$ cat src/rtl/core/sti_pkg.sv
// Shared types and constants of the stretch template interpolator.
package sti_pkg;

  localparam int MAX_EPOCHS_DEF  = 256;
  localparam int MAX_FILTERS_DEF = 8;

  // Shared divider widths: magnitude of numerator and divisor
  localparam int DIV_NW = 33;
  localparam int DIV_DW = 17;
  // Stretched time, signed Q10.6 at full width
  localparam int TS_W   = 31;

  localparam int STRETCH_ONE = 16384;   // 1.0 in Q2.14
  localparam int OFF_COEF    = -78;     // -0.78 scaled with OFF_DEN
  localparam int OFF_DEN     = 6400;    // Q2.14 to Q8.8 with the 1/100 of the coefficient

  typedef enum logic [2:0] {
    CFG_RISE_STRETCH    = 3'd0,
    CFG_FALL_STRETCH    = 3'd1,
    CFG_FILTER_COLUMN   = 3'd2,
    CFG_EPOCH_COUNT     = 3'd3,
    CFG_MAGNITUDE_ERROR = 3'd4
  } cfg_index_t;

  typedef enum logic {
    MODE_LOAD = 1'b0,
    MODE_EVAL = 1'b1
  } mode_t;

  typedef struct packed {
    mode_t              mode;
    logic [7:0]         epoch_slot;
    logic [2:0]         filter_slot;
    logic signed [15:0] load_time;
    logic signed [15:0] load_magnitude;
    logic signed [15:0] query_time;
    logic               last_point;
  } in_item_t;

  typedef struct packed {
    logic signed [15:0] magnitude;
    logic [15:0]        error_out;
    logic               last_out;
  } out_item_t;

  typedef struct packed {
    logic [2:0]  index;
    logic [15:0] data;
  } cfg_write_t;

  typedef struct packed {
    logic [15:0] rise_stretch;
    logic [15:0] fall_stretch;
    logic [15:0] magnitude_error;
  } cfg_t;

endpackage

$ cat src/rtl/core/sti_queue.sv
// Two-entry item queue between front and back end.
module sti_queue (
  input  logic              clk,
  input  logic              rst_n,
  input  logic              push,
  input  sti_pkg::in_item_t push_item,
  output logic              push_ready,
  input  logic              pop,
  output logic              head_valid,
  output sti_pkg::in_item_t head_item
);

  sti_pkg::in_item_t slot_r [2];
  logic              wr_ptr_r;
  logic              rd_ptr_r;
  logic [1:0]        fill_r;

  assign push_ready = fill_r != 2'd2;
  assign head_valid = fill_r != 2'd0;
  assign head_item  = slot_r[rd_ptr_r];

  always_ff @(posedge clk) begin
    if (!rst_n) begin
      wr_ptr_r <= 1'b0;
      rd_ptr_r <= 1'b0;
      fill_r   <= 2'd0;
    end else begin
      if (push) wr_ptr_r <= ~wr_ptr_r;
      if (pop) rd_ptr_r <= ~rd_ptr_r;
      fill_r <= fill_r + {1'b0, push} - {1'b0, pop};
    end
  end

  always_ff @(posedge clk) begin
    if (push) slot_r[wr_ptr_r] <= push_item;
  end

endmodule

$ cat config.mk
export PLATFORM = sky130hd
export DESIGN_NAME = sti_queue
export DESIGN_NICKNAME = d
export VERILOG_FILES = /design/src/rtl/core/sti_pkg.sv /design/src/rtl/core/sti_queue.sv
export SDC_FILE = /design/constraint.sdc
export NUM_CORES = 1
export LEC_CHECK = 0
export ABC_CLOCK_PERIOD_IN_PS = 7360
export BUFFER_PORTS_ARGS = -buffer_cell sky130_fd_sc_hd__buf_2
export CORE_MARGIN = 4
export CORE_UTILIZATION = 56
export DETAILED_ROUTE_END_ITERATION = 10
export HOLD_SLACK_MARGIN = 0.06
export PLACE_DENSITY = 0.84
export SYNTH_ARGS = -nofsm -noshare
export SYNTH_HDL_FRONTEND = slang
export SYNTH_SLANG_ARGS = --single-unit
$ cat constraint.sdc
create_clock -name clk -period 7.36 [get_ports clk]
set_clock_uncertainty 0.15 [all_clocks]
set_input_delay 0.736 -clock clk [delete_from_list [all_inputs] [get_ports clk]]
set_output_delay 0.736 -clock clk [all_outputs]
set_load 0.01 [all_outputs]
==> results.txt, run 1 <==
For this run the aggregate overflow at the end of global routing stands at 0. The core region is 8380 um2. The tools report the relative contribution of the clock network to total power as 43.7%. The cell depth of the worst hold path was 1.

The max-slew violation total from the final report is 0, and the clock transition at the registers of the reported paths is 0.06 ns. In this run the tool buffered the top-level ports with 127 buffer cells. The internal power is 1.45 mW, and the post-synthesis area per instance is 23.4 um2. Data on the critical path is required at its endpoint by 6.47 ns.

The first global-routing pass estimated 12,700 um of wire. The worst setup path is of the flip-flop to output port kind. For this design, the sink count on the clock tree is 127. TritonCTS built the clock tree. The average detailed-routed wire length per instance came out at 17.8 um.

After routing, the total negative slack on setup checks comes to 0 ns. Before CTS, the worst setup slack after placement is 4.68 ns. Final-report hold violation count: 0.

In this run, synthesis produced a sequential element count of 127. Setup violations remaining at the end of the flow were counted as 0. The detailed router finished its first iteration with 95 violations. The logs give 4.32 ns for the slack of the critical path and 16.7% for the all-layer global routing usage. Clock tree synthesis inserted a total of 17 buffers. For the final hold slack, the log shows 0.275 ns. The type of destination of the critical path is an output port.

Entering global routing, the biggest net connects 62 pins. The weighted congestion at the end of routability-driven global placement is 0.662. The share of total power dissipated in sequential elements is 46.7%.

CTS built an H-tree with a depth of 4. The iteration count of the initial detailed-routing pass is 4. After layout, the minimum clock period comes to 3.04 ns.

The cell leakage power is 2.50 nW. Measured on the finished design, the core utilization comes to 73.7%. After detailed routing, the number of vias per cell comes to 5.11.

Across the run, the number of max-cap violations was 0. Dividing the final minimum period by the clock period gives 41.3%. After synthesis the cells add up to 4930 um2. The logs give 76.3% for the sequential area share after synthesis and 0 for the total setup buffers inserted after CTS.

The switching portion of total power is 21.6%. The final wirelength is 8350 um. In the synthesized netlist, the number of instances is 211. The layout overhead on the synthesized area works out to 25.3%. During synthesis, Yosys emitted a total of 0 warnings. For the pin with the worst max-slew slack, the measured transition is 1.13 ns. The finished cells cover 6180 um2. The routed layout has 2,403 vias. After synthesis, the netlist uses 15 different library cells. For the hold buffer count at cts, the log shows 0. For the largest voltage drop on the vdd net, the log shows 0.000202 V. The clock root buffer is sky130_fd_sc_hd__clkbuf_8.

When the netlist entered floorplanning its net count stood at 278. The number of antenna diodes in the final layout is 0. For this run, design rule violations remaining after detail routing come to 0.

The worst setup path is launched from a flip-flop. The logs give 329 MHz for the maximum clock frequency and 0.49 ns for the insertion delay of the later-clocked pin in the worst-skew pair. The placed instances occupy a cell area of 5600 um2. Gates resized during post-CTS repair numbered 0. The run gives 9.6% as the share of power burned in combinational logic. The post-route netlist has 61.1% of its cells at a drive strength greater than 1. The number of global-route vias before repair was 2,510; the number of ports placed on the die boundary was 128.

Of all nets on the critical path, the largest fanout is 61. Data arrives at the worst endpoint at 2.15 ns. The min-delay analysis places its worst path in the category primary input to flip-flop. The tools report the full die area as 10,400 um2.

The height of the die is 102 um. In the final design database the tool counted 419 nets. The count of nets left with antenna violations once routing finished came out at 0. Once the floorplan was initialized, standard cells occupied 58.8% of the core. Number of cell instances on the worst register-to-register path: 2. The total power divided by cell area is 300 nW/um2.

In this run the deepest clock path goes through 2 buffers. For this design the total switching power over the nets is 0.400 mW. For the number of placement rows, the log shows 33. For the initial antenna violation count, the log shows 0.

Setup repair after global routing left no endpoint under its margin. Measured against its own limit, the worst slew margin works out to 24.5%. The flow ran to the end, and the final reports show no timing, DRC or antenna violations. The floorplan step set the die width to 102 um.
registers in the layout (all words and copies together), names as in the netlist, named ones only:
name / count
rd_ptr_r: 1
fill_r: 2
slot_r: 122
wr_ptr_r: 1
cell type report:
cell class | instances | area, um2
clock inverter | 15 | 169
tap | 105 | 131
fill | 525 | 2200
inverter | 2 | 7.51
sequential | 127 | 3770
timing repair buffer | 129 | 651
clock buffer | 17 | 414
multi-input combinational | 75 | 1040
metrics by stage:
| stage | cells | total power [mW] |
|---|---|---|
| global route | 470 | 1.93 |
| global placement | 438 | 1.05 |
| finish | 470 | 1.85 |
| CTS | 470 | 1.87 |
| detailed placement | 438 | 1.06 |
| floorplan | 211 | 0.998 |
power groups by stage:
stage | logic [mW] | clock network, mW | registers (mW)
final | 0.178 | 0.810 | 0.865
after global routing | 0.192 | 0.864 | 0.870
after CTS | 0.181 | 0.822 | 0.866
after detailed placement | 0.180 | 0 | 0.881
after global placement | 0.175 | 0 | 0.878
after floorplan | 0.137 | 0 | 0.861
cell families after synthesis:
kind of cell,synth area share (%)
compound gates,0.152
xor+xnor,0.634
fa+ha+maj,0.507
buf+inv,2.82
flops,76.3
mux,18.5
simple gates,1.09
cells in the mapped netlist:
cell type                  instances  share of area, %
sky130_fd_sc_hd__xor2_1            1              0.18
sky130_fd_sc_hd__nor2b_1           3              0.38
sky130_fd_sc_hd__edfxtp_1        122                74
sky130_fd_sc_hd__and2_1            4              0.51
sky130_fd_sc_hd__o21a_1            1              0.15
sky130_fd_sc_hd__buf_12            6               2.4
sky130_fd_sc_hd__ha_1              2              0.51
sky130_fd_sc_hd__xnor3_1           1              0.46
sky130_fd_sc_hd__buf_6             1              0.23
sky130_fd_sc_hd__mux2_4           60                18
sky130_fd_sc_hd__inv_1             2              0.15
sky130_fd_sc_hd__or2_2             1              0.13
sky130_fd_sc_hd__dfxtp_1           5               2.0
sky130_fd_sc_hd__mux2_2            1              0.23
sky130_fd_sc_hd__nand2_1           1             0.076
path summary, 6_finish.rpt:
check,slack (ns),endpoint,startpoint
setup reg to reg,5.29,slot_r[0][30],wr_ptr_r
setup / recovery,4.32,head_item[60],flip-flop
hold / removal,0.27,slot_r[1][13],push_item[13]
hold reg to reg,0.43,flip-flop,rd_ptr_r
critical path: stages (launching register included):
cell                      delay, ns
sky130_fd_sc_hd__dfxtp_4       1.11
sky130_fd_sc_hd__mux2_2        0.41
sky130_fd_sc_hd__buf_2         0.14
placed cells by master (no fill, tap or decap):
cell	count
sky130_fd_sc_hd__and2_1	3
sky130_fd_sc_hd__and2_2	1
sky130_fd_sc_hd__buf_2	127
sky130_fd_sc_hd__buf_4	2
sky130_fd_sc_hd__bufinv_16	3
sky130_fd_sc_hd__clkbuf_16	16
sky130_fd_sc_hd__clkbuf_8	1
sky130_fd_sc_hd__clkinv_1	3
sky130_fd_sc_hd__clkinv_2	2
sky130_fd_sc_hd__clkinv_4	2
sky130_fd_sc_hd__clkinvlp_4	3
sky130_fd_sc_hd__dfxtp_1	4
sky130_fd_sc_hd__dfxtp_4	1
sky130_fd_sc_hd__edfxtp_1	122
sky130_fd_sc_hd__ha_1	2
sky130_fd_sc_hd__inv_1	2
sky130_fd_sc_hd__inv_6	2
sky130_fd_sc_hd__mux2_2	1
sky130_fd_sc_hd__mux2_4	60
sky130_fd_sc_hd__nand2_1	1
sky130_fd_sc_hd__nor2b_1	2
sky130_fd_sc_hd__nor2b_4	1
sky130_fd_sc_hd__o21a_1	1
sky130_fd_sc_hd__or2_2	1
sky130_fd_sc_hd__xnor3_1	1
sky130_fd_sc_hd__xor2_1	1
routing by layer:
metal	global-route usage (%)	up-vias	routed length (um)
li1	-	1113	-
met1	19.1	1184	3250
met2	29.0	98	4330
met3	6.21	8	678
met4	5.85	0	93
met5	0	-	0
(Power assumes the default switching activity.)
==> run 2, diff against run 1 <==
--- a/config.mk
+++ b/config.mk
@@ -5,13 +5,13 @@
 export SDC_FILE = /design/constraint.sdc
 export NUM_CORES = 1
 export LEC_CHECK = 0
-export ABC_CLOCK_PERIOD_IN_PS = 7360
+export ABC_CLOCK_PERIOD_IN_PS = 2460
 export BUFFER_PORTS_ARGS = -buffer_cell sky130_fd_sc_hd__buf_2
 export CORE_MARGIN = 4
-export CORE_UTILIZATION = 56
+export CORE_UTILIZATION = 47
 export DETAILED_ROUTE_END_ITERATION = 10
 export HOLD_SLACK_MARGIN = 0.06
-export PLACE_DENSITY = 0.84
+export PLACE_DENSITY = 0.75
 export SYNTH_ARGS = -nofsm -noshare
 export SYNTH_HDL_FRONTEND = slang
 export SYNTH_SLANG_ARGS = --single-unit
==> constraint.sdc (replaced) <==
create_clock -name clk -period 2.46 [get_ports clk]
set_clock_uncertainty 0.15 [all_clocks]
set_input_delay 0.246 -clock clk [delete_from_list [all_inputs] [get_ports clk]]
set_output_delay 0.246 -clock clk [all_outputs]
set_load 0.01 [all_outputs]
==> results.txt, run 2 (synthesis results as in run 1) <==
The average detailed-routed wire length per instance came out at 16.2 um (-8.6%). Worst endpoint required time: 2.06 ns (-4.41 ns). The height of the die is 110 um (+8.4%), and the max-slew violation total from the final report is 0 (unchanged). The run finished with clean final reports.

The first-pass GRT wire length is 15,100 um (+19%). The run gives 692 (+32%) as the count of fill cells added during filler insertion. Clock tree synthesis selected as its root buffer the cell sky130_fd_sc_hd__clkbuf_8.

The routed design could run at a clock period as short as 2.27 ns. The number of global-route vias before repair was 2,955 (+18%). The cell leakage power came out at 2.82 nW (+13%). For the max-capacitance violation count, the log shows 0 (unchanged).

The detailed-route via count is 2,621 (+9.1%). The iteration count of the initial detailed-routing pass was 4 (unchanged); the buffer levels on the longest clock path was 2 (unchanged). Number of antenna repair diodes: 0 (unchanged).

The number of sinks handled by clock tree synthesis was 127 (unchanged). TritonCTS built the clock tree. The all-layer global routing usage came out at 16.0% (-0.68 points).

The post-placement cell area came out at 5690 um2 (+1.8%). The final wirelength came out at 9240 um (+11%). The classification of the worst-slack hold path was primary input to flip-flop. The deepest level of the CTS H-tree is 4 (unchanged), and the delay contributed by the slowest stage of the critical path is 0.63 ns (-0.48 ns). The count of routing violations after the opening detailed-route iteration is 86 (-9.5%), and the cell area after layout is 6960 um2 (+13%). The flop-to-flop setup slack was 0.78 ns (-4.51 ns).

The logs give 50 (-19%) for the pin count of the biggest net entering global routing and 12,200 um2 (+18%) for the full die area. The number of ports placed on the die boundary came out at 128 (unchanged). The aggregate global routing overflow was 0 (unchanged); the insertion delay of the later-clocked pin in the worst-skew pair was 0.50 ns (about the same).

The run gives 0.664 (+0.32%) as the weighted congestion at the end of routability-driven global placement. The run gives 0.190 ns (-4.13 ns) as the slack of the critical path. The slowest stage of the critical path is the sky130_fd_sc_hd__dfxtp_4 cell.

For the initial antenna violation count, the log shows 0 (unchanged). After layout, the worst path uses 92.3% of the clock period. Number of buffers created by CTS: 17 (unchanged). The worst slack at placement was 0.699 ns (-3.98 ns); the number of cell instances on the worst register-to-register path was 3 (+1). From synthesis to final layout, the design area changed by 41.2%.

The startpoint identified for the worst register-to-register timing path is wr_ptr_r. The total power divided by cell area is 833 nW/um2 (+180%), and the post-detailed-route count of antenna-violating nets is 0 (unchanged). The total of endpoints with negative setup slack in the final report came out at 0 (unchanged).

Die extent in x: 110 um (+8.4%). The headroom to the max-slew limit was 70.1% (+46 points); the number of I/O port buffers was 127 (unchanged). Multi-input logic area: 1040 um2 (unchanged).

The cell depth of the worst hold path was 2 (+1). For the number of placement rows, the log shows 37 (+12%). Share of layout cells above drive strength 1: 52.7% (-8.4 points). The run gives 0 (unchanged) as the total setup buffers inserted after CTS.

The maximum clock frequency was 440 MHz. For the final-report hold violation count, the log shows 0 (unchanged). The tools report the end point of the most critical hold path as slot_r[1][28]. The number of flip-flops under the largest register name was 122 (unchanged). Walking the worst path, the cells encountered are buf_12, mux2_4, buf_2. The clock transition at the registers of the reported paths came out at 0.06 ns (about the same). The most common library cell in the layout ignoring fill and taps was sky130_fd_sc_hd__buf_2.

The startpoint kind of the worst setup timing path is a flip-flop. The core region area came out at 10,300 um2 (+23%). The slew at the pin closest to its max-slew limit is 0.447 ns (-0.686 ns). The library cells used most frequently in the layout, excluding fill and tap cells, are sky130_fd_sc_hd__buf_2 (127), sky130_fd_sc_hd__edfxtp_1 (122), sky130_fd_sc_hd__dlygate4sd3_1 (65). For the effective utilization at floorplan, the log shows 48.0% (-11 points). The startpoint identified for the worst hold timing path is push_item[28]. The type of destination of the critical path is an output port.

The final routed DRC violation total came out at 0 (unchanged). The number of vias per cell works out to 4.61 (-9.9%). The worst reg2reg path endpoint is wr_ptr_r. The layout net count came out at 487 (+16%). The highest fanout seen on the critical path was 23 (-62%); the data arrival time of the worst path was 1.87 ns (-0.28 ns).

For the largest voltage drop on the vdd net, the log shows 0.000715 V (+250%). The register cell area after layout is 3770 um2 (unchanged). The largest registers in the layout are slot_r: 122 flops, fill_r: 2 flops. The worst setup path is of the flip-flop to output port kind. Setup repair after global routing left no endpoint under its margin.

The tools report the setup TNS after final layout as 0 ns (unchanged). Most flop-heavy register: slot_r.
==> run 2: cell type report <==
type / count / share of cell area [%]
sequential: 127 / 54.1
timing repair buffer: 197 / 19.5
multi-input combinational: 75 / 14.9
clock buffer: 17 / 5.95
clock inverter: 15 / 2.95
tap: 136 / 2.44
inverter: 2 / 0.108
==> run 2: layer usage <==
layer / vias up / global-route usage (%) / routed length, um
li1: 1251 / - / -
met4: 0 / 4.93 / 124
met2: 74 / 29.2 / 5150
met5: - / 0 / 0
met1: 1286 / 17.6 / 3580
met3: 10 / 5.21 / 390
==> run 2: how the worst max path moves through the flow <==
stage / startpoint / endpoint / slack [ns] / depth (start not counted)
after CTS: flip-flop / head_item[0] / 0.16 / 3
after global placement: flip-flop / head_item[25] / 0.69 / 3
after detailed placement: flip-flop / head_item[0] / 0.70 / 3
after floorplan: wr_ptr_r / slot_r[1][0] / 0.06 / 1
after global routing: flip-flop / head_item[24] / 0.1 / 3
final: flip-flop / head_item[24] / 0.19 / 3
==> run 2: critical path: cells and delay by family (launching register included) <==
kind / cells / cell delay (ns)
buffers and inverters: 2 / 0.40
DFF: 1 / 0.63
muxes: 1 / 0.32
==> run 2: stage by stage <==
step / hold WS, ns / std cells / utilization (%) / power [mW]
global placement: 0.283 / 472 / 55.4 / 3.16
CTS: 0.289 / 569 / 67.8 / 5.85
detailed placement: 0.287 / 472 / 55.4 / 3.18
floorplan: 0.195 / 211 / - / 2.98
global route: 0.287 / 569 / 67.8 / 6.01
finish: 0.320 / 569 / 67.8 / 5.80
==> run 2: power by group <==
group / switching (mW) / internal, mW / leakage (nW) / total [mW]
Sequential: 0.0546 / 2.50 / 1.19 / 2.56
Clock: 0.924 / 1.66 / 0.298 / 2.58
Combinational: 0.273 / 0.388 / 1.33 / 0.660
==> run 2: repair_timing <==
item                                   CTS  global route
hold buffers                            65             0
endpoints found under the hold margin  127             0
resized for setup                        0             0
